`src/hdl/sws_pkg.sv`:
```
package sws_pkg;

    localparam int MAX_MOTIF_LEN = 32;
    localparam int NUM_BASES     = 4;
    localparam int WEIGHT_BITS   = 16;

    localparam int COL_W   = (MAX_MOTIF_LEN > 1) ? $clog2(MAX_MOTIF_LEN) : 1;
    localparam int ALEN_W  = $clog2(MAX_MOTIF_LEN + 1);
    localparam int BSEL_W  = $clog2(NUM_BASES);
    localparam int LEN_W   = 6;
    localparam int SCORE_W = 21;
    localparam int IDX_W   = 16;
    localparam int WIN_W   = 16;
    localparam int CMD_W   = 2;
    localparam int POS_W   = 5;
    localparam int BASE_W  = 3;
    localparam int IN_DATA_W  = 24;
    localparam int OUT_DATA_W = 40;
    localparam int OUT_PAD_W  = OUT_DATA_W - SCORE_W - IDX_W;
    localparam int ACC_W   = ((SCORE_W > WEIGHT_BITS) ? SCORE_W : WEIGHT_BITS) + 1;

    localparam logic [IDX_W-1:0] IDX_MAX = {IDX_W{1'b1}};

    localparam logic [CMD_W-1:0] CMD_LOAD = 2'd0;
    localparam logic [CMD_W-1:0] CMD_SCAN = 2'd1;
    localparam logic [CMD_W-1:0] CMD_EOL  = 2'd2;

    localparam logic CFG_LEN = 1'b0;
    localparam logic CFG_THR = 1'b1;

    typedef struct packed {
        logic                          scan;
        logic                          clear;
        logic                          base_vld;
        logic [BSEL_W-1:0]             base;
        logic signed [WEIGHT_BITS-1:0] weight;
    } t_cell_ctrl;

    // Clamp an incoming Q8.8 weight to the stored weight width.
    function automatic logic signed [WEIGHT_BITS-1:0] sat_weight(
        input logic signed [WIN_W-1:0] w
    );
        logic signed [33:0] v;
        logic signed [33:0] hi;
        logic signed [33:0] lo;
        v  = 34'(w);
        hi = (34'sd1 <<< (WEIGHT_BITS - 1)) - 34'sd1;
        lo = -(34'sd1 <<< (WEIGHT_BITS - 1));
        if (v > hi) begin
            v = hi;
        end else if (v < lo) begin
            v = lo;
        end
        return v[WEIGHT_BITS-1:0];
    endfunction

    // Clamp a widened sum to the signed score range.
    function automatic logic signed [SCORE_W-1:0] sat_score(
        input logic signed [ACC_W-1:0] v
    );
        logic signed [ACC_W-1:0] hi;
        logic signed [ACC_W-1:0] lo;
        logic signed [SCORE_W-1:0] r;
        hi = ACC_W'((64'sd1 <<< (SCORE_W - 1)) - 64'sd1);
        lo = ACC_W'(-(64'sd1 <<< (SCORE_W - 1)));
        if (v > hi) begin
            r = hi[SCORE_W-1:0];
        end else if (v < lo) begin
            r = lo[SCORE_W-1:0];
        end else begin
            r = v[SCORE_W-1:0];
        end
        return r;
    endfunction

endpackage

```
`src/hdl/sws_out_stage.sv`:
```
// Output register: threshold compare and hold under back-pressure.
module sws_out_stage (
    input  logic                                   i_clk,
    input  logic                                   i_rst_n,
    input  logic                                   i_vld,
    input  logic signed [sws_pkg::SCORE_W-1:0]     i_score,
    input  logic [sws_pkg::IDX_W-1:0]              i_index,
    input  logic signed [sws_pkg::SCORE_W-1:0]     i_thr,
    input  logic                                   i_ready,
    output logic                                   o_free,
    output logic                                   o_vld,
    output logic signed [sws_pkg::SCORE_W-1:0]     o_score,
    output logic                                   o_hit,
    output logic [sws_pkg::IDX_W-1:0]              o_index
);
    import sws_pkg::*;

    logic                      r_vld;
    logic signed [SCORE_W-1:0] r_score;
    logic                      r_hit;
    logic [IDX_W-1:0]          r_index;

    assign o_free = !r_vld || i_ready;

    always_ff @(posedge i_clk) begin
        if (!i_rst_n) begin
            r_vld <= 1'b0;
        end else if (o_free) begin
            r_vld <= i_vld;
        end
    end

    always_ff @(posedge i_clk) begin
        if (o_free && i_vld) begin
            r_score <= i_score;
            r_hit   <= (i_score >= i_thr);
            r_index <= i_index;
        end
    end

    assign o_vld   = r_vld;
    assign o_score = r_score;
    assign o_hit   = r_hit;
    assign o_index = r_index;

endmodule

```
`config.mk`:
```
export PLATFORM = sky130hd
export DESIGN_NAME = sws_out_stage
export DESIGN_NICKNAME = d
export VERILOG_FILES = /design/src/hdl/sws_pkg.sv /design/src/hdl/sws_out_stage.sv
export SDC_FILE = /design/constraint.sdc
export NUM_CORES = 1
export LEC_CHECK = 0
export BUFFER_PORTS_ARGS = -buffer_cell sky130_fd_sc_hd__buf_2
export CAP_MARGIN = 25
export CORE_UTILIZATION = 43
export DETAILED_ROUTE_END_ITERATION = 6
export PLACE_DENSITY = 0.78
export SLEW_MARGIN = 5
export SYNTH_ARGS = -nofsm -noshare
export SYNTH_HDL_FRONTEND = slang
export SYNTH_SLANG_ARGS = --single-unit
```
`constraint.sdc`:
```
create_clock -name i_clk -period 2.4 [get_ports i_clk]
set_input_delay 0.72 -clock i_clk [delete_from_list [all_inputs] [get_ports i_clk]]
set_output_delay 0.72 -clock i_clk [all_outputs]
set_load 0.01 [all_outputs]
```
# Word level (Yosys, flattened, before mapping)
# Cells that the tools add are included.
# totals
register_bits,39
latchBits,0
mem_bits_rw,0
mem_bits_ro,0
out_inout_bits,40
word_cells,8
mem_count,0
# op_classes
n_addsub,0
multipliers,0
n_div,0
magnitude_cmp,1
eq_ne,0
shifts,0
n_mux,0
bitwise_logic,0
n_reduce_logical,3
# ops
op,n
21-bit greater-or-equal comparator,1
1-bit logical AND,1
1-bit zero test,1
1-bit logical OR,1

# Logic depth before layout (Yosys ltp)
# Gate-level depths: netlist of run 1.
# logic_depth
ltp_word,3
depth_mapped,7
depth_no_buf,7

# Worst setup path after synthesis of run 1
# OpenSTA, ideal clock, no wires.
# synth_path
kind,in2reg
startpoint,input port i_ready
endpoint,"register r_hit, in the netlist o_hit, enable pin"
setup_time_ns,0.399
t_arrival_ns,1.849
required_time_ns,2.001
path_slack_ns,0.152
stages,2
n_path_buf,0
cell_sequence,nand2b_1 and2_1
# synth_via
elab_chain_len,2
# synth_lines
item,line_no,source
from (decl),sws_out_stage.sv:9,"input logic i_ready,"
1-bit logical OR,sws_out_stage.sv:23,assign o_free = !r_vld || i_ready;
1-bit logical AND,sws_out_stage.sv:34,if (o_free && i_vld) begin
to (signal assigned),sws_out_stage.sv:36,r_hit <= (i_score >= i_thr);
to (decl),sws_out_stage.sv:20,logic r_hit;
# No other way between the ends.
# A chain may end at the register's enable or synchronous reset.

# Worst setup path in the final report of run 1
# layout_path
startpoint,input port i_score[16] in the netlist's numbering
endpoint,"register r_hit, in the netlist o_hit (data pin)"
# layout_via
elab_chain_len,1
# layout_lines
item,line_no,source
from (decl),sws_out_stage.sv:6,"input logic signed [sws_pkg::SCORE_W-1:0] i_score,"
21-bit greater-or-equal comparator,sws_out_stage.sv:36,
# No other way between the ends.

==> impl_results.md, run 1 <==
- Outcome: complete, no violations
- Hold Path Depth: 2
- Post-route DRC: 0
- Yosys top cell area share: about two thirds
- Top post-synthesis cells by area: edfxtp_1 66%, ha_1 15%, inv_1 5.0%, a21oi_1 2.0%, nand2_1 1.9%
- Sequence of cells on the critical path: buf_2, ha_1, a21oi_2, o21ai_1, a221oi_2, o221ai_2, mux2_4
- CTS tree: done
- Largest net degree at the start of global routing: 39
- Num CTS Buffers: 5
- Clock Latency Late Sink: 0.28 ns
- Dpl cell area: about 2300 um^2
- Post-synthesis cell count: between 100 and 150
- Setup-failing EPs final: 0
- Final hold slack: between 0.5 and 0.6 ns
- Vias in the first global route: between 1000 and 1500
- Avg Cell Area, Syn: 14.3 um^2
- Critical path's slowest cell: ha_1
- Final Hold Viols: 0
- Htree depth: 2
- Switch Pwr: roughly 0.35 mW
- Slew @ Worst Pin: 0.870 ns
- Sequential power share: about half
- Crit path DAT: around 2.1 ns
- Layout area overhead: 39.5%
- FMAX: 0.484 GHz
- Synth Area in XOR/XNOR: 0%
- Adder-cell share of the synthesized area: between 15 and 20%
- GRT Util Overall: roughly 16%
- Combinational family with the most area after synthesis: adder cells
- Mean routed wirelength per cell: between 10 and 15 um
- Cts repair resizes: 0
- Pint: between 1 and 1.5 mW
- Synth area leader: edfxtp_1
- Longest Clk Path Bufs: 2
- Iter 0 DRT Violations: roughly 130
- Simple-gate share of the synthesized area: 4.96%
- Worst Skew: 0.00629 ns
- Core Region: about 3800 um^2
- Slew Limit Fails: 0
- Synthesized area: between 1500 and 2000 um^2
- Sw frac: 22.5%
- Sequential share of the synthesized area: 66.7%
- Setup CP Type: in -> reg
- I/O Pins: just over 100
- Cts hold-fix bufs: 0
- FP Rows: 22
- Clock Tree Root: clkbuf_8
- Peak supply drop: 0.000349 V
- Clock transition at the registers of the reported paths: ~0.08 ns
- Synth Area in Compound Gates: under 10%
- Leakage: about 1.2 nW
- DR vias: 1297
- Power Density: between 600 and 700 nW/um^2
- Via density per instance: 4.63
- Drt first pass iters: 4
- DIE HEIGHT: roughly 66 um
- Die area: roughly 4300 um^2
- Post-DRT Antenna Nets: 0
- Number of diodes: 0
- Post-synthesis mux area share: less than 1%
- Input/output buffers: 101
- Final net count: between 300 and 400
- Synth Net Count: around 200
- Initial Utilization: 46.2%
- Min Tclk post-route: about 2.1 ns
- Critical Path Start Type: input port
- Yosys warns: 0
- DP Wirelength: ~2.6 mm
- Grt ovf: 0
- Clock power frac: between 30% and 40%
- Reg2reg path depth: 2
- RSZ-0062 raised after global routing: false
- Comb power frac: 14.2%
- Post-CTS Setup Bufs: 0
- Netlist cell types: 21
- Antenna violations before repair: 0
- Yosys reg bits: 39
- Critical path peak fanout: 2
- Min-delay worst type: reg -> reg
- Fraction of layout cells with a size suffix above 1: about half
- MaxCap Viol Count: 0
- Slowest Stage Delay on Critical Path: ~0.31 ns
- Post-route cell area: approximately 2400 um^2
- CTS Sinks: 39
- Die width: 65.6 um
- Crit path required time: 2.45 ns
- Relative slew slack: a little over two fifths
- Critical path capture point type: register
- Final period utilization: 86.0%
- Gpl congestion: approximately 0.68
- First-pass GRT wire length: roughly 5.1 mm
- Total Wirelength: 3.28 mm
-- cells in the final DEF (no fill, tap or decap), types with 2 or more instances in the layout --
| cell | n |
|---|---|
| clkbuf_8 | 5 |
| nor2_1 | 3 |
| nand2_1 | 9 |
| a21oi_2 | 2 |
| edfxtp_1 | 38 |
| buf_2 | 101 |
| inv_1 | 23 |
| a21oi_1 | 7 |
| nand4_1 | 2 |
| nand3_1 | 2 |
| ha_1 | 21 |
| o21ai_0 | 4 |
-- power by group through the flow --
stage	logic [mW]	registers (mW)	clock network, mW
after global routing	0.252	0.808	0.579
after global placement	0.220	0.819	0
after CTS	0.226	0.805	0.552
after floorplan	0.0886	0.844	0
final	0.223	0.804	0.536
after detailed placement	0.225	0.820	0
-- worst max-delay path: cells and delay by family --
kind            cells  cell delay (ns)
compound gates      4             0.67
fa+ha+maj           1             0.31
buf+inv             1             0.11
mux                 1             0.31
-- synth_stat cells (all sizes together) --
library cell / count
nand4: 2
a221oi: 1
nand2b: 1
ha: 21
nor2: 3
a21oi: 9
nand3: 2
o21ai: 5
mux2: 1
inv: 23
o221ai: 1
a31oi: 1
dfxtp: 1
a21boi: 1
a21o: 1
and2: 1
nand2: 9
and3: 1
edfxtp: 38
-- path summary, 6_finish.rpt --
| path | start | endpoint | slack, ns |
|---|---|---|---|
| max reg2reg | o_vld | o_index[11] | 0.87 |
| min | o_vld | o_vld | 0.54 |
| max | i_score[16] | o_hit | 0.34 |
| min reg2reg | o_vld | o_vld | 0.54 |
-- metal layers --
| metal | global-route usage [%] | up-vias | part of all wire, % |
|---|---|---|---|
| li1 | - | 652 | - |
| met1 | 19.6 | 559 | 41 |
| met2 | 25.8 | 84 | 45 |
| met3 | 7.29 | 2 | 14 |
| met4 | 4.08 | 0 | 0.49 |
| met5 | 0 | - | 0 |
-- through the flow --
| stage | setup WS [ns] | cells | setup TNS [ns] | power, mW | utilization [%] |
|---|---|---|---|---|---|
| CTS | 0.319 | 280 | 0 | 1.58 | 64.4 |
| finish | 0.336 | 280 | 0 | 1.56 | 64.4 |
| global placement | 0.0405 | 272 | 0 | 1.04 | 61.4 |
| global route | 0.260 | 280 | 0 | 1.64 | 64.4 |
| detailed placement | -0.00181 | 272 | -0.00181 | 1.04 | 61.4 |
| floorplan | 0.152 | 122 | 0 | 0.933 | - |
-- cell type report --
cell class / count / area [um^2]
fill: 301 / 1340
multi-input combinational: 60 / 494
tap: 48 / 60.1
clock inverter: 3 / 43.8
timing repair buffer: 102 / 513
inverter: 23 / 86.3
sequential: 39 / 1160
clock buffer: 5 / 68.8
-- flip-flops by register name, indices dropped and copies added (netlist names) --
register  flops
o_score      21
o_index      16
o_hit         1
o_vld         1
-- logic make-up (layout without fill, tap and decap cells) --
group,after synthesis,after routing
flops,39,39
simple gates,19,19
fa+ha+maj,21,21
buf+inv,23,133
mux,1,1
compound gates,19,19
Note: power is estimated with default switching activity, not from simulation.
==> run 2, diff against run 1 <==
--- a/config.mk
+++ b/config.mk
@@ -5,12 +5,13 @@
 export SDC_FILE = /design/constraint.sdc
 export NUM_CORES = 1
 export LEC_CHECK = 0
+export ABC_AREA = 1
 export BUFFER_PORTS_ARGS = -buffer_cell sky130_fd_sc_hd__buf_2
 export CAP_MARGIN = 25
-export CORE_UTILIZATION = 43
+export CORE_UTILIZATION = 44
 export DETAILED_ROUTE_END_ITERATION = 6
-export PLACE_DENSITY = 0.78
-export SLEW_MARGIN = 5
+export PLACE_DENSITY = 0.79
+export SLEW_MARGIN = 20
 export SYNTH_ARGS = -nofsm -noshare
 export SYNTH_HDL_FRONTEND = slang
 export SYNTH_SLANG_ARGS = --single-unit
==> run 2 against run 1 <==
Net effect: sequential power hardly changed; largest power group unchanged; critical endpoint is now o_free; count of clock-buffer cells in the layout grew 1; register-to-register slack better by 0.24 ns; wire length rose by 24%; clock power rose by 19%; cell count rose by 12%; hold slack better by 0.060 ns.
==> impl_results.md, run 2 <==
- Outcome: complete, no violations
- Final Hold Viols: 0
- Input/output buffers: 101
- Iter 0 DRT Violations: ~120
- Htree depth: 2
- Via density per instance: between 4 and 5
- Register area: approximately 1200 um^2
- Yosys warns: 0
- Synth async-reset ratio: 0%
- Multi-input gate area: approximately 550 um^2
- Post-route cell area: between 2000 and 3000 um^2
- Critical path capture point type: primary output
- Post-CTS Setup Bufs: 0
- Yosys reg bits: 39
- CTS tree: done
- FP Rows: 23
- Layout area overhead: 39.4%
- Combinational family with the most area after synthesis: adder cells
- Vias in the first global route: ~1400
- Hold Path Depth: 2
- Longest Clk Path Bufs: 2
- Top-count cell post-synth: edfxtp_1
- Grt ovf: 0
- Min Tclk post-route: 1.85 ns
- Dominant synthesized flop cell: edfxtp_1
- RSZ-0062 raised after global routing: false
- Critical path peak fanout: 2
- Number of enable flip-flop cells after synthesis: 38
- Dpl cell area: about 2400 um^2
- First-pass GRT wire length: 6.00 mm
- Slew @ Worst Pin: between 0.4 and 0.5 ns
- Reg2reg path depth: 2
- Setup-failing EPs final: 0
- Power Density: around 660 nW/um^2
- Synthesized area: about 1800 um^2
- Number of diodes: 0
- TNS Setup: 0 ns
- Largest net degree at the start of global routing: 39
- Crit path required time: roughly 1.7 ns
- Avg Cell Area, Syn: roughly 12 um^2
- Mean routed wirelength per cell: 13.0 um
- GRT Util Overall: 19.3%
- DIE HEIGHT: 66.4 um
- Min-delay worst type: reg -> reg
- Final core utilization: 63.7%
- Synth area leader: edfxtp_1
- Commonest non-fill, non-tap cell in the layout: buf_2
- Crit path DAT: 1.13 ns
- Relative slew slack: between 60 and 70%
- Max FFs per register: 21
- Placed cells: between 300 and 400
- Peak supply drop: 0.000377 V
- Gpl congestion: 0.737
- DR vias: about 1500
- Met1 WL: around 1.5 mm
- Top post-synthesis cells by area: edfxtp_1 62%, ha_1 14%, inv_1 7.0%, nand2_1 6.8%, a21oi_1 1.9%
- Core Region: 4000 um^2
- # fillers: ~320
- Post-DRT Antenna Nets: 0
- Antenna violations before repair: 0
- Simple-gate share of the synthesized area: roughly 12%
- Sequential share of the synthesized area: a little under two thirds
- CTS Sinks: 39
- Final hold slack: between 0.5 and 0.6 ns
- Final period utilization: 77.1%
- Top Metal Used: met4
- Post-synthesis cell count: between 150 and 200
- Die area: around 4400 um^2
- Netlist cell types: 18
- Post-synthesis mux area share: 0%
- Critical Path Start Type: input port
- Leakage: 1.32 nW
- Initial Utilization: a little under half
- Total Wirelength: roughly 4.1 mm
- Synth Net Count: 237
- Cts repair resizes: 0
- DP Wirelength: between 3 and 4 mm
- Clock transition at the registers of the reported paths: roughly 0.07 ns
- Final net count: about 350
- Fraction of layout cells with a size suffix above 1: a little over two fifths
- Clock Latency Late Sink: between 0.2 and 0.3 ns
- Cts hold-fix bufs: 0
- Wire length on met3: ~360 um
- Synth Area in Compound Gates: 2.74%
- Setup CP Type: in -> out
- Synth Area in XOR/XNOR: 0%
- Commonest cells in the synthesized netlist: 38 x edfxtp_1, 34 x inv_1, 33 x nand2_1
- Clock Tree Root: clkbuf_8
- Post-route DRC: 0
- Adder-cell share of the synthesized area: 14.4%
- FMAX: ~0.54 GHz
- Fin cells: between 300 and 400
- Worst Skew: about 0.0031 ns
- Drt first pass iters: 4
- Die width: between 60 and 70 um
- Num CTS Buffers: 5
- MaxCap Viol Count: 0
- Most frequent cells in the layout: 101 x buf_2, 38 x edfxtp_1, 34 x inv_1
- I/O Pins: ~100
- WL met2: 2.14 mm
- Yosys top cell area share: between 60% and 70%
- Slew Limit Fails: 0
==> run 2: cell types whose count changed in the layout (fill, tap and decap cells not counted), sizes merged, moves of 2 or more <==
| cell | change |
|---|---|
| nand2 | +26 |
| a21oi | -2 |
| inv | +12 |
| nor2 | +4 |
| clkinv | -2 |
| o21ai | -5 |
| nand3 | +2 |
==> run 2: per-layer routing <==
| metal | track usage (%) | vias up |
|---|---|---|
| li1 | - | 726 |
| met1 | 19.2 | 640 |
| met5 | 0 | - |
| met4 | 8.78 | 0 |
| met3 | 6.55 | 8 |
| met2 | 35.6 | 78 |
==> run 2: stage by stage <==
| stage | setup WS (ns) | power [mW] |
|---|---|---|
| after floorplan | 0.0924 | 0.940 |
| after global placement | 0.376 | 1.05 |
| after detailed placement | 0.320 | 1.06 |
| after CTS | 0.542 | 1.69 |
| after global routing | 0.485 | 1.75 |
| final | 0.549 | 1.68 |
==> run 2: report_power, final <==
group          internal, mW  total (mW)  switching, mW
clock network         0.415       0.638          0.223
registers             0.796       0.806         0.0106
logic                 0.104       0.238          0.133
==> run 2: area by class of cell <==
class	instances	area share, %
Multi-Input combinational cell	80	21.4
Tap cell	50	2.46
Clock inverter	2	2.36
Sequential cell	39	45.6
Clock buffer	6	2.85
Timing Repair Buffer	102	20.1
Inverter	35	5.16
==> run 2: final timing paths <==
path              slack [ns]           to     from
hold / removal          0.60        o_vld    o_vld
setup reg to reg        1.11  o_index[13]    o_vld
setup / recovery        0.55       o_free  i_ready
hold reg to reg         0.60        o_vld    o_vld
==> run 2: cells by family after synthesis <==
logic type,after synthesis
buffers and inverters,35
adders and majority gates,21
and+or+nand+nor,50
DFF,39
AOI/OAI and AO/OA,9
==> run 2: critical path: stages <==
cell and delay (ns):
buf_2 0.09, inv_1 0.10, nand2_1 0.07, buf_2 0.14
