`config.mk`:
```
export PLATFORM = sky130hd
export DESIGN_NAME = sws_cell
export DESIGN_NICKNAME = d
export VERILOG_FILES = /design/src/hdl/sws_pkg.sv /design/src/hdl/sws_cell.sv
export SDC_FILE = /design/constraint.sdc
export NUM_CORES = 1
export LEC_CHECK = 0
export ABC_AREA = 1
export CORE_MARGIN = 8
export CORE_UTILIZATION = 45
export CTS_BUF_LIST = sky130_fd_sc_hd__clkbuf_8 sky130_fd_sc_hd__clkbuf_16
export CTS_CLUSTER_DIAMETER = 40
export DETAILED_ROUTE_END_ITERATION = 7
export DONT_BUFFER_PORTS = 1
export GPL_TIMING_DRIVEN = 1
export PLACE_DENSITY = 0.63
export SLEW_MARGIN = 20
export SYNTH_ARGS = -nofsm -noshare
export SYNTH_HDL_FRONTEND = slang
export SYNTH_SLANG_ARGS = --single-unit
```
`constraint.sdc`:
```
create_clock -name i_clk -period 5.42 [get_ports i_clk]
set_clock_uncertainty 0.1 [all_clocks]
set_input_delay 1.084 -clock i_clk [delete_from_list [all_inputs] [get_ports i_clk]]
set_output_delay 1.084 -clock i_clk [all_outputs]
set_load 0.01 [all_outputs]
```
`src/hdl/sws_pkg.sv`:
```
package sws_pkg;

    localparam int MAX_MOTIF_LEN = 32;
    localparam int NUM_BASES     = 4;
    localparam int WEIGHT_BITS   = 16;

    localparam int COL_W   = (MAX_MOTIF_LEN > 1) ? $clog2(MAX_MOTIF_LEN) : 1;
    localparam int ALEN_W  = $clog2(MAX_MOTIF_LEN + 1);
    localparam int BSEL_W  = $clog2(NUM_BASES);
    localparam int LEN_W   = 6;
    localparam int SCORE_W = 21;
    localparam int IDX_W   = 16;
    localparam int WIN_W   = 16;
    localparam int CMD_W   = 2;
    localparam int POS_W   = 5;
    localparam int BASE_W  = 3;
    localparam int IN_DATA_W  = 24;
    localparam int OUT_DATA_W = 40;
    localparam int OUT_PAD_W  = OUT_DATA_W - SCORE_W - IDX_W;
    localparam int ACC_W   = ((SCORE_W > WEIGHT_BITS) ? SCORE_W : WEIGHT_BITS) + 1;

    localparam logic [IDX_W-1:0] IDX_MAX = {IDX_W{1'b1}};

    localparam logic [CMD_W-1:0] CMD_LOAD = 2'd0;
    localparam logic [CMD_W-1:0] CMD_SCAN = 2'd1;
    localparam logic [CMD_W-1:0] CMD_EOL  = 2'd2;

    localparam logic CFG_LEN = 1'b0;
    localparam logic CFG_THR = 1'b1;

    typedef struct packed {
        logic                          scan;
        logic                          clear;
        logic                          base_vld;
        logic [BSEL_W-1:0]             base;
        logic signed [WEIGHT_BITS-1:0] weight;
    } t_cell_ctrl;

    // Clamp an incoming Q8.8 weight to the stored weight width.
    function automatic logic signed [WEIGHT_BITS-1:0] sat_weight(
        input logic signed [WIN_W-1:0] w
    );
        logic signed [33:0] v;
        logic signed [33:0] hi;
        logic signed [33:0] lo;
        v  = 34'(w);
        hi = (34'sd1 <<< (WEIGHT_BITS - 1)) - 34'sd1;
        lo = -(34'sd1 <<< (WEIGHT_BITS - 1));
        if (v > hi) begin
            v = hi;
        end else if (v < lo) begin
            v = lo;
        end
        return v[WEIGHT_BITS-1:0];
    endfunction

    // Clamp a widened sum to the signed score range.
    function automatic logic signed [SCORE_W-1:0] sat_score(
        input logic signed [ACC_W-1:0] v
    );
        logic signed [ACC_W-1:0] hi;
        logic signed [ACC_W-1:0] lo;
        logic signed [SCORE_W-1:0] r;
        hi = ACC_W'((64'sd1 <<< (SCORE_W - 1)) - 64'sd1);
        lo = ACC_W'(-(64'sd1 <<< (SCORE_W - 1)));
        if (v > hi) begin
            r = hi[SCORE_W-1:0];
        end else if (v < lo) begin
            r = lo[SCORE_W-1:0];
        end else begin
            r = v[SCORE_W-1:0];
        end
        return r;
    endfunction

endpackage

```
`src/hdl/sws_cell.sv`:
```
// One matrix column: its weights and the partial sum that passes through it.
module sws_cell (
    input  logic                                   i_clk,
    input  logic                                   i_rst_n,
    input  sws_pkg::t_cell_ctrl                    i_ctrl,
    input  logic                                   i_ld_en,
    input  logic signed [sws_pkg::SCORE_W-1:0]     i_sum_prev,
    output logic signed [sws_pkg::SCORE_W-1:0]     o_sum,
    output logic signed [sws_pkg::SCORE_W-1:0]     o_sum_nxt
);
    import sws_pkg::*;

    logic signed [WEIGHT_BITS-1:0] r_wt [NUM_BASES];
    logic signed [SCORE_W-1:0]     r_sum;
    logic signed [SCORE_W-1:0]     n_sum;
    logic signed [ACC_W-1:0]       add;

    // weights stay undefined until loaded
    always_ff @(posedge i_clk) begin
        if (i_ld_en) begin
            r_wt[i_ctrl.base] <= i_ctrl.weight;
        end
    end

    always_comb begin
        add = i_ctrl.base_vld ? ACC_W'(r_wt[i_ctrl.base]) : '0;
        n_sum = sat_score(ACC_W'(i_sum_prev) + add);
    end

    always_ff @(posedge i_clk) begin
        if (!i_rst_n || i_ctrl.clear) begin
            r_sum <= '0;
        end else if (i_ctrl.scan) begin
            r_sum <= n_sum;
        end
    end

    assign o_sum     = r_sum;
    assign o_sum_nxt = n_sum;

endmodule

```
* Word level (Yosys, flattened, before mapping) *
Memory sizes are Yosys's and may differ from the RTL's.
Cells that the tools add are included.

operators by class
  $add $sub $neg = 1
  order comparisons = 2
  reduce and logical (&&, ||, !) cells = 2
  muxes and demuxes = 5

operator list
  operator                                                                count
  21-bit 2-to-1 mux                                                       2
  21-bit by 22-bit adder with 22-bit output                               1
  22-bit by 21-bit > comparator with 1-bit output, second input constant  1
  22-bit by 21-bit < comparator with 1-bit output, second input constant  1
  22-bit 2-to-1 mux                                                       1
  1-bit 2-to-1 mux                                                        2
  1-bit logical NOT                                                       1
  1-bit logical OR                                                        1

word-level totals
  word-level logic and storage cells = 12
  RAM bits = 64
  output and inout port bits = 42
  register bits = 21
  input port bits = 45
  memories = 1

memory list
  name  words  bits a word  read ports  clocked after Yosys merged registers in  wr ports  line            RTL
  r_wt  4      16           1           0                                        1         sws_cell.sv:13  logic signed [WEIGHT_BITS-1:0] r_wt [NUM_BASES];

* Logic depth before layout (Yosys ltp) *
Gate-level depths: netlist (run 1).
An unclocked memory read counts as a cell.

  depth after elaboration = 6
  depth in mapped cells = 22
  depth with buffers taken out = 20

* Worst setup path after synthesis (run 1) *
No wires, ideal clock.

  kind = input-to-output
  from = input i_ctrl[16] in the netlist's numbering
  to = output o_sum_nxt[12] in the netlist's numbering
  stages = 18
  data required time = 4.236 ns
  arrival time = 3.792 ns
  setup slack = 0.444 ns
  path through = clkbuf_1 -> nor2_1 -> clkbuf_1 -> a22oi_1 -> a31oi_1 -> ha_1 -> nand2_2 -> inv_1 -> nand2_1 -> nand2_1 -> a21oi_1 -> nand3_1 -> nand2_1 -> nand2_2 -> nand2_2 -> buf_6 -> nand2_2 -> nand2_1

on the way
  cells in the longest elaborated chain, start to end = 6
  elaborated cells between the ends (all ways) = 7
  those cells by class = add/sub: 1; order compare: 2; mux: 3; memory: 1

RTL lines
  item                                             line            RTL
  start: declaration                               sws_cell.sv:5   input sws_pkg::t_cell_ctrl i_ctrl,
  memory 4 x 16 bit *                              -
  22-bit 2-to-1 mux *                              sws_cell.sv:26  add = i_ctrl.base_vld ? ACC_W'(r_wt[i_ctrl.base]) : '0;
  21-bit by 22-bit adder with 22-bit output *      sws_cell.sv:27  n_sum = sat_score(ACC_W'(i_sum_prev) + add);
  22-bit by 21-bit < comparator with 1-bit output  sws_pkg.sv:68   end else if (v < lo) begin
  21-bit 2-to-1 mux                                sws_pkg.sv:68
  21-bit 2-to-1 mux *                              sws_pkg.sv:66   if (v > hi) begin
  end: declaration                                 sws_cell.sv:9   output logic signed [sws_pkg::SCORE_W-1:0] o_sum_nxt

Every way passes the cells marked *; elsewhere a longest branch is shown, timed or not.

* Final worst setup path (run 1) *
  from = input i_ctrl[16] in the netlist's numbering
  to = output o_sum_nxt[2] in the netlist's numbering

Same word-level chain as after synthesis.

==> results of run 1 <==
==> layout make-up <==
class	instances	area [µm²]	share of cell area, %
Clock buffer	9	123.9	2.315
Sequential cell	85	2342	43.78
Timing Repair Buffer	7	52.55	0.9822
Tap cell	140	175.2	3.274
Clock inverter	7	51.30	0.9588
Inverter	74	277.8	5.192
Multi-Input combinational cell	425	2327	43.50
==> cell usage in the layout (no fill, tap or decap), drive strengths merged <==
cell,n
nand2,177
nand4,6
or2,1
clkbuf,9
inv,76
nand3,72
ha,21
o21bai,3
buf,7
edfxtp,64
and2,4
fa,1
o21ai,4
nor3,5
o2111ai,1
xnor2,2
clkinvlp,2
nand3b,1
nor2,68
a21oi,16
a31oi,16
dfxtp,21
a22oi,16
clkinv,3
xor2,11
==> routing by layer <==
layer / part of all wire [%] / GRT usage (%) / routed length (µm)
met3: 9.1 / 6.571 / 1115
met1: 41 / 18.58 / 5005
met4: 2.4 / 7.247 / 297
met5: 0 / 0 / 0
met2: 48 / 29.07 / 5898
==> metrics by stage <==
| stage | setup WS (ns) | hold WS, ns |
|---|---|---|
| 2_1_floorplan | 0.4440 | 0.4618 |
| 3_3_place_gp | 0.3605 | 0.4762 |
| 5_1_grt | 0.06413 | 0.5508 |
| 3_5_place_dp | 0.2870 | 0.4867 |
| 4_1_cts | 0.2816 | 0.5079 |
| 6_report | 0.3952 | 0.4986 |
==> state kept, by name, indices dropped and copies added, names as in the netlist <==
signal / flops
o_sum: 21
r_wt: 64
==> cell families (layout without fill, tap and decap cells) <==
group,Yosys count,in the layout
XOR/XNOR,13,13
adder cells (fa/ha/maj),22,22
AO/OA/AOI/OAI,56,56
buffers and inverters,97,97
AND/OR/NAND/NOR,334,334
flip-flops,85,85
==> power breakdown <==
| group | switching (mW) | leakage (nW) | internal [mW] |
|---|---|---|---|
| registers | 0.0172 | 0.760 | 0.735 |
| logic | 0.272 | 1.62 | 0.121 |
| clock network | 0.241 | 0.0866 | 0.169 |
==> worst reg2reg max path, cell delays in order, from the launching register on <==
cell,delay (ns)
edfxtp_1,0.37
a22oi_1,0.19
a31oi_1,0.16
ha_1,0.29
fa_1,0.47
nand3_1,0.15
nand3_1,0.21
nand3b_4,0.16
nand3_2,0.08
nand2_2,0.10
nand3_4,0.37
nand3_1,0.24
nand2_1,0.07
inv_1,0.05
==> worst max-delay path by stage <==
| stage | slack, ns | start | cells after the start | end |
|---|---|---|---|---|
| 6_report | 0.40 | i_ctrl[16] | 13 | o_sum_nxt[2] |
| 4_1_cts | 0.28 | i_ctrl[16] | 17 | o_sum_nxt[17] |
| 3_5_place_dp | 0.29 | i_ctrl[16] | 17 | o_sum_nxt[17] |
| 5_1_grt | 0.06 | i_ctrl[16] | 15 | o_sum_nxt[2] |
| 3_3_place_gp | 0.36 | i_ctrl[18] | 13 | o_sum_nxt[10] |
| 2_1_floorplan | 0.44 | i_ctrl[16] | 18 | o_sum_nxt[12] |
==> run_results.csv, run 1 <==
group,metric,value,unit
synth,synth_xor_area_share,2.256,%
worst_setup_path,crit_type,"input pin to primary output",
synth,ys_warn_count,0,
synth,yosysUniqueCellTypes,32,
synth,syn_nets,674,
clocking,clk_path_buf_depth,2,
floorplanning,die_x,121.9,µm
route,wirelength,12320,µm
placement,dp.cells,731,
floorplanning,die_area,14860,µm²
route,first_iter_violations,150,
placement,routabilityCongestion,0.8955,
worst_setup_path,crit_required,4.24,ns
synth,synth_ff_type,"edfxtp_1",
synth,synthTopCellsByCount,"148 x nand2_1, 73 x inv_1, 64 x edfxtp_1, 64 x nor2_1, 60 x nand3_1",
power,irDropWorstVdd,0.2426,mV
worst_setup_path,worstPathArrival,3.84,ns
clocking,cts_setup_buffers,0,
floorplanning,fp.coreArea,10890,µm²
placement,dp_hpwl,9440,µm
global_routing,grt.overflow.total,0,
clocking,clkTransAtPathRegs,0.09,ns
final_layout,num-nets-final,669,
min_path,hold_path_class,"register to register",
synth,synth_fa_ha_area_share,5.602,%
final_layout,fillers,1091,
timing,setup_viol,0,
route,drt_first_pass_iters,4,
floorplanning,initial_core_util,46.36,%
final_layout,antennaDiodeCount,0,
timing,worst_pin_slew,0.9365,ns
clocking,cts.sinks,85,
min_path,whs_endpoint,"o_sum[20]",
power,leakage,2.468,nW
outcome,outcome,"finished clean",
timing,hold_viol_final,0,
route,antenna_left,0,
clocking,numCtsBuffers,9,
floorplanning,die_h,121.9,µm
route,vias,3943,
synth,netlist_top_cells_area,"edfxtp_1 38%, nand2_1 11%, dfxtp_1 8.3%, nand3_1 5.9%, inv_1 5.4%",
clocking,cts_tree,"built",
worst_setup_path,crit_path_end_kind,"primary output",
final_layout,synthToLayoutAreaGrowth,5.999,%
final_layout,utilization,49.14,%
timing,min_period_over_period,92.71,%
route,drc,0,
power,total_power,1.554,mW
worst_setup_path,cpMostUsedCell,"nand2_1",
timing,max-slew-margin-rel,37.50,%
global_routing,grt_pass1_wl,19740,µm
worst_setup_path,cp_slowest_stage_delay,0.37,ns
worst_setup_path,path_buf_inv,1,
final_layout,postLayoutCellArea,5350,µm²
floorplanning,ioPinCount,87,
worst_setup_path,cp-start-kind,"input pin",
synth,synth_top_family_by_area,"simple AND/OR/NAND/NOR gates",
timing,fin_crit,5.025,ns
synth,yosysMostFrequentCell,"nand2_1",
global_routing,antenna_found_initial,0,
timing,setup_tns,0,ns
synth,synth_top_area_share,38.08,%
min_path,min_from,"o_sum[20]",
synth,synthSimpleGateAreaFrac,30.76,%
clocking,clock_latency,0.38,ns
worst_setup_path,path_delay_family,"simple AND/OR/NAND/NOR gates",
clocking,cts_hold_buf,0,
global_routing,grt_pass1_vias,3928,
flow_run,cap_violations,0,
placement,numPortBuffers,0,
synth,synth.area.mux_share,0,%
worst_setup_path,cp_max_fo,40,
min_path,whs_path_depth,2,
worst_setup_path,crit_path_cell_trace,"nor2_1 -> buf_4 -> a22oi_1 -> a31oi_1 -> ha_1 -> or2_0 -> nand3_1 -> nand2_1 -> nand2_1 -> nand4_1 -> nand2_2 -> nand3_4 -> nand2_1",
worst_setup_path,r2r_cells,13,
synth,seq_area_frac_synth,46.41,%
synth,synth_top_cell_by_area,"edfxtp_1",
clocking,cts_root_buf,"clkbuf_8",
placement,place_area,5164,µm²
final_layout,fin_cells,747,
synth,synth-edff-count,64,
final_layout,final_layout_size_suffix_gt1_share,12.19,%
floorplanning,std_cell_rows,38,
worst_setup_path,r2r-end,"o_sum[11]",
timing,rsz0062_at_grt,"false",
route,wl_per_cell,16.49,µm
worst_setup_path,worstReg2RegStart,"r_wt[0][0]",
synth,synth.avg_cell_area,8.315,µm²
synth,synth-compound-area-share,6.966,%
synth,async_flop_share,0,%
synth,netlist_area,5047,µm²
route,via_per_inst,5.278,
timing,fmax,199.0,MHz
worst_setup_path,r2r_setup_slack,2.36,ns
worst_setup_path,crit_path_top_delay_cell,"ha_1",
synth,syn-instance-count,607,
timing,slew_violations,0,
clocking,cts_resized,0,
power,p_per_area,290.5,nW/µm²
clocking,htreeDepth,3,
synth,ys_ff_latch,85,
global_routing,gr-usage-all-layers,17.05,%
global_routing,grt_max_degree,43,
(Power assumes the default switching activity.)
==> run 2: changes to the inputs <==
--- a/config.mk
+++ b/config.mk
@@ -6,14 +6,14 @@
 export NUM_CORES = 1
 export LEC_CHECK = 0
 export ABC_AREA = 1
+export BUFFER_PORTS_ARGS = -buffer_cell sky130_fd_sc_hd__buf_2
 export CORE_MARGIN = 8
 export CORE_UTILIZATION = 45
 export CTS_BUF_LIST = sky130_fd_sc_hd__clkbuf_8 sky130_fd_sc_hd__clkbuf_16
 export CTS_CLUSTER_DIAMETER = 40
 export DETAILED_ROUTE_END_ITERATION = 7
-export DONT_BUFFER_PORTS = 1
 export GPL_TIMING_DRIVEN = 1
-export PLACE_DENSITY = 0.63
+export PLACE_DENSITY = 0.69
 export SLEW_MARGIN = 20
 export SYNTH_ARGS = -nofsm -noshare
 export SYNTH_HDL_FRONTEND = slang
==> run 2 against run 1 <==
Fmax fell by 4.1%; power is 9.1% higher; global-route usage up 0.13 points; design area increased by 9.8%; worst setup slack worse by 0.22 ns; clock power rose by 11%; sequential power fell by 0.9%; non-clock buffer count increased by 92; first-iteration DRC count up 130%; count of clock-buffer cells in the layout unchanged; largest cell class unchanged; combinational power up 26%.
==> run_results.csv, run 2 (synthesized netlist as in run 1, its figures left out) <==
group,metric,value,unit
final_layout,postLayoutCellArea,5876,µm²
worst_setup_path,crit_required,4.24,ns
min_path,min_from,"o_sum[20]",
clocking,htreeDepth,3,
floorplanning,die_x,121.9,µm
placement,numPortBuffers,86,
worst_setup_path,cp_max_fo,20,
worst_setup_path,r2r_cells,13,
power,total_power,1.695,mW
floorplanning,die_area,14860,µm²
route,wl_per_cell,15.20,µm
clocking,clk_path_buf_depth,2,
final_layout,largest_register,"r_wt",
floorplanning,ioPinCount,87,
floorplanning,std_cell_rows,38,
worst_setup_path,path_buf_inv,4,
route,drc,0,
worst_setup_path,r2r_setup_slack,2.33,ns
timing,fin_crit,5.242,ns
placement,dp_hpwl,9745,µm
clocking,cts.sinks,85,
outcome,outcome,"finished clean",
power,leakage,2.884,nW
timing,setup_tns,0,ns
timing,min_period_over_period,96.71,%
global_routing,antenna_found_initial,0,
power,irDropWorstVdd,0.2682,mV
timing,worst_pin_slew,0.9888,ns
worst_setup_path,worstPathArrival,4.06,ns
final_layout,antennaDiodeCount,0,
global_routing,grt_pass1_wl,20130,µm
global_routing,grt_max_degree,43,
route,wirelength,12760,µm
global_routing,gr-usage-all-layers,17.18,%
min_path,whs_endpoint,"o_sum[20]",
route,drt_first_pass_iters,5,
worst_setup_path,cp-start-kind,"input pin",
route,via_per_inst,5.213,
min_path,whs_path_depth,2,
final_layout,final_layout_size_suffix_gt1_share,23.89,%
worst_setup_path,crit_path_top_delay_cell,"fa_1",
timing,holdWs,0.4295,ns
min_path,hold_path_class,"register to register",
route,antenna_left,0,
worst_setup_path,r2r-end,"o_sum[18]",
placement,place_area,5649,µm²
clocking,cts_setup_buffers,0,
final_layout,num-nets-final,762,
clocking,cts_root_buf,"clkbuf_8",
timing,slew_violations,0,
worst_setup_path,worstReg2RegStart,"r_wt[0][0]",
clocking,clock_latency,0.38,ns
power,p_per_area,288.5,nW/µm²
final_layout,layout_commonest_cell,"nand2_1",
final_layout,final_cell_mix,"148 x nand2_1, 85 x buf_2, 73 x inv_1",
floorplanning,fp.coreArea,10890,µm²
timing,rsz0062_at_grt,"false",
final_layout,synthToLayoutAreaGrowth,16.41,%
clocking,numCtsBuffers,9,
global_routing,grt_pass1_vias,4224,
worst_setup_path,path_delay_family,"simple AND/OR/NAND/NOR gates",
worst_setup_path,cp_slowest_stage_delay,0.47,ns
timing,setup_viol,0,
worst_setup_path,crit_path_cell_trace,"clkbuf_4 -> nor2_1 -> buf_4 -> a22oi_1 -> a31oi_1 -> ha_1 -> fa_1 -> nand3_1 -> nand3_2 -> nand3b_4 -> nand4_2 -> nand2_1 -> nand2_2 -> buf_12 -> nand2_2 -> nand2_1 -> buf_2",
clocking,cts_tree,"built",
route,vias,4374,
floorplanning,die_h,121.9,µm
timing,max-slew-margin-rel,33.84,%
final_layout,fin_cells,839,
worst_setup_path,crit_path_end_kind,"primary output",
flow_run,cap_violations,0,
route,first_iter_violations,342,
placement,dp.cells,823,
timing,hold_viol_final,0,
global_routing,grt.overflow.total,0,
floorplanning,initial_core_util,46.36,%
worst_setup_path,crit_type,"input pin to primary output",
clocking,clkTransAtPathRegs,0.08,ns
timing,fmax,190.8,MHz
final_layout,largest_register_ffs,64,
placement,routabilityCongestion,0.8390,
run 2: cell types whose count changed in the layout (fill, tap and decap cells not counted), sizes merged:
| cell | before | now |
|---|---|---|
| buf | 7 | 98 |
| clkinvlp | 2 | 0 |
| bufinv | 0 | 1 |
| clkbuf | 9 | 10 |
| clkinv | 3 | 4 |
| inv | 76 | 75 |
| nand3 | 72 | 73 |
run 2: report_power, final:
group          internal (mW)  switching (mW)
Sequential             0.734          0.0110
Clock                  0.215           0.239
Combinational          0.178           0.317
Total                   1.13           0.568
run 2: tightest hold or removal path: stages, from the launching register on:
cell	delay, ns
dfxtp_1	0.33
o2111ai_1	0.12
inv_1	0.06
run 2: cell type report:
class / count / area [µm²]
fill: 1018 / 5012
multi-input combinational: 426 / 2342
clock inverter: 6 / 71.32
inverter: 74 / 277.8
tap: 140 / 175.2
timing repair buffer: 99 / 543.0
clock buffer: 9 / 123.9
sequential: 85 / 2342
run 2: through the flow:
step / utilization [%] / worst slack, ns
after floorplan: - / 0.4440
after global placement: 51.88 / 0.1123
after detailed placement: 51.88 / 0.08934
after CTS: 53.68 / 0.09581
after global routing: 53.96 / 0.01193
final: 53.96 / 0.1783
run 2: worst max-delay path by stage:
| stage | start | end | cells after the start |
|---|---|---|---|
| CTS | i_ctrl[17] | o_sum_nxt[4] | 15 |
| global route | i_ctrl[17] | o_sum_nxt[1] | 17 |
| global placement | i_ctrl[17] | o_sum_nxt[4] | 15 |
| detailed placement | i_ctrl[17] | o_sum_nxt[4] | 15 |
| floorplan | i_ctrl[16] | o_sum_nxt[12] | 18 |
| finish | i_ctrl[17] | o_sum_nxt[1] | 17 |
run 2: per-layer routing:
metal	routed length, µm	GRT usage [%]	up-vias
met4	127	4.780	0
met5	0	0	-
met1	5483	20.25	2017
met3	1069	5.738	15
met2	6075	29.24	162
li1	-	-	2180
run 2: timing repair:
item                                    CTS  global route
resized for setup                         0             4
hold buffers                              0             0
endpoints found under the setup margin    0            20
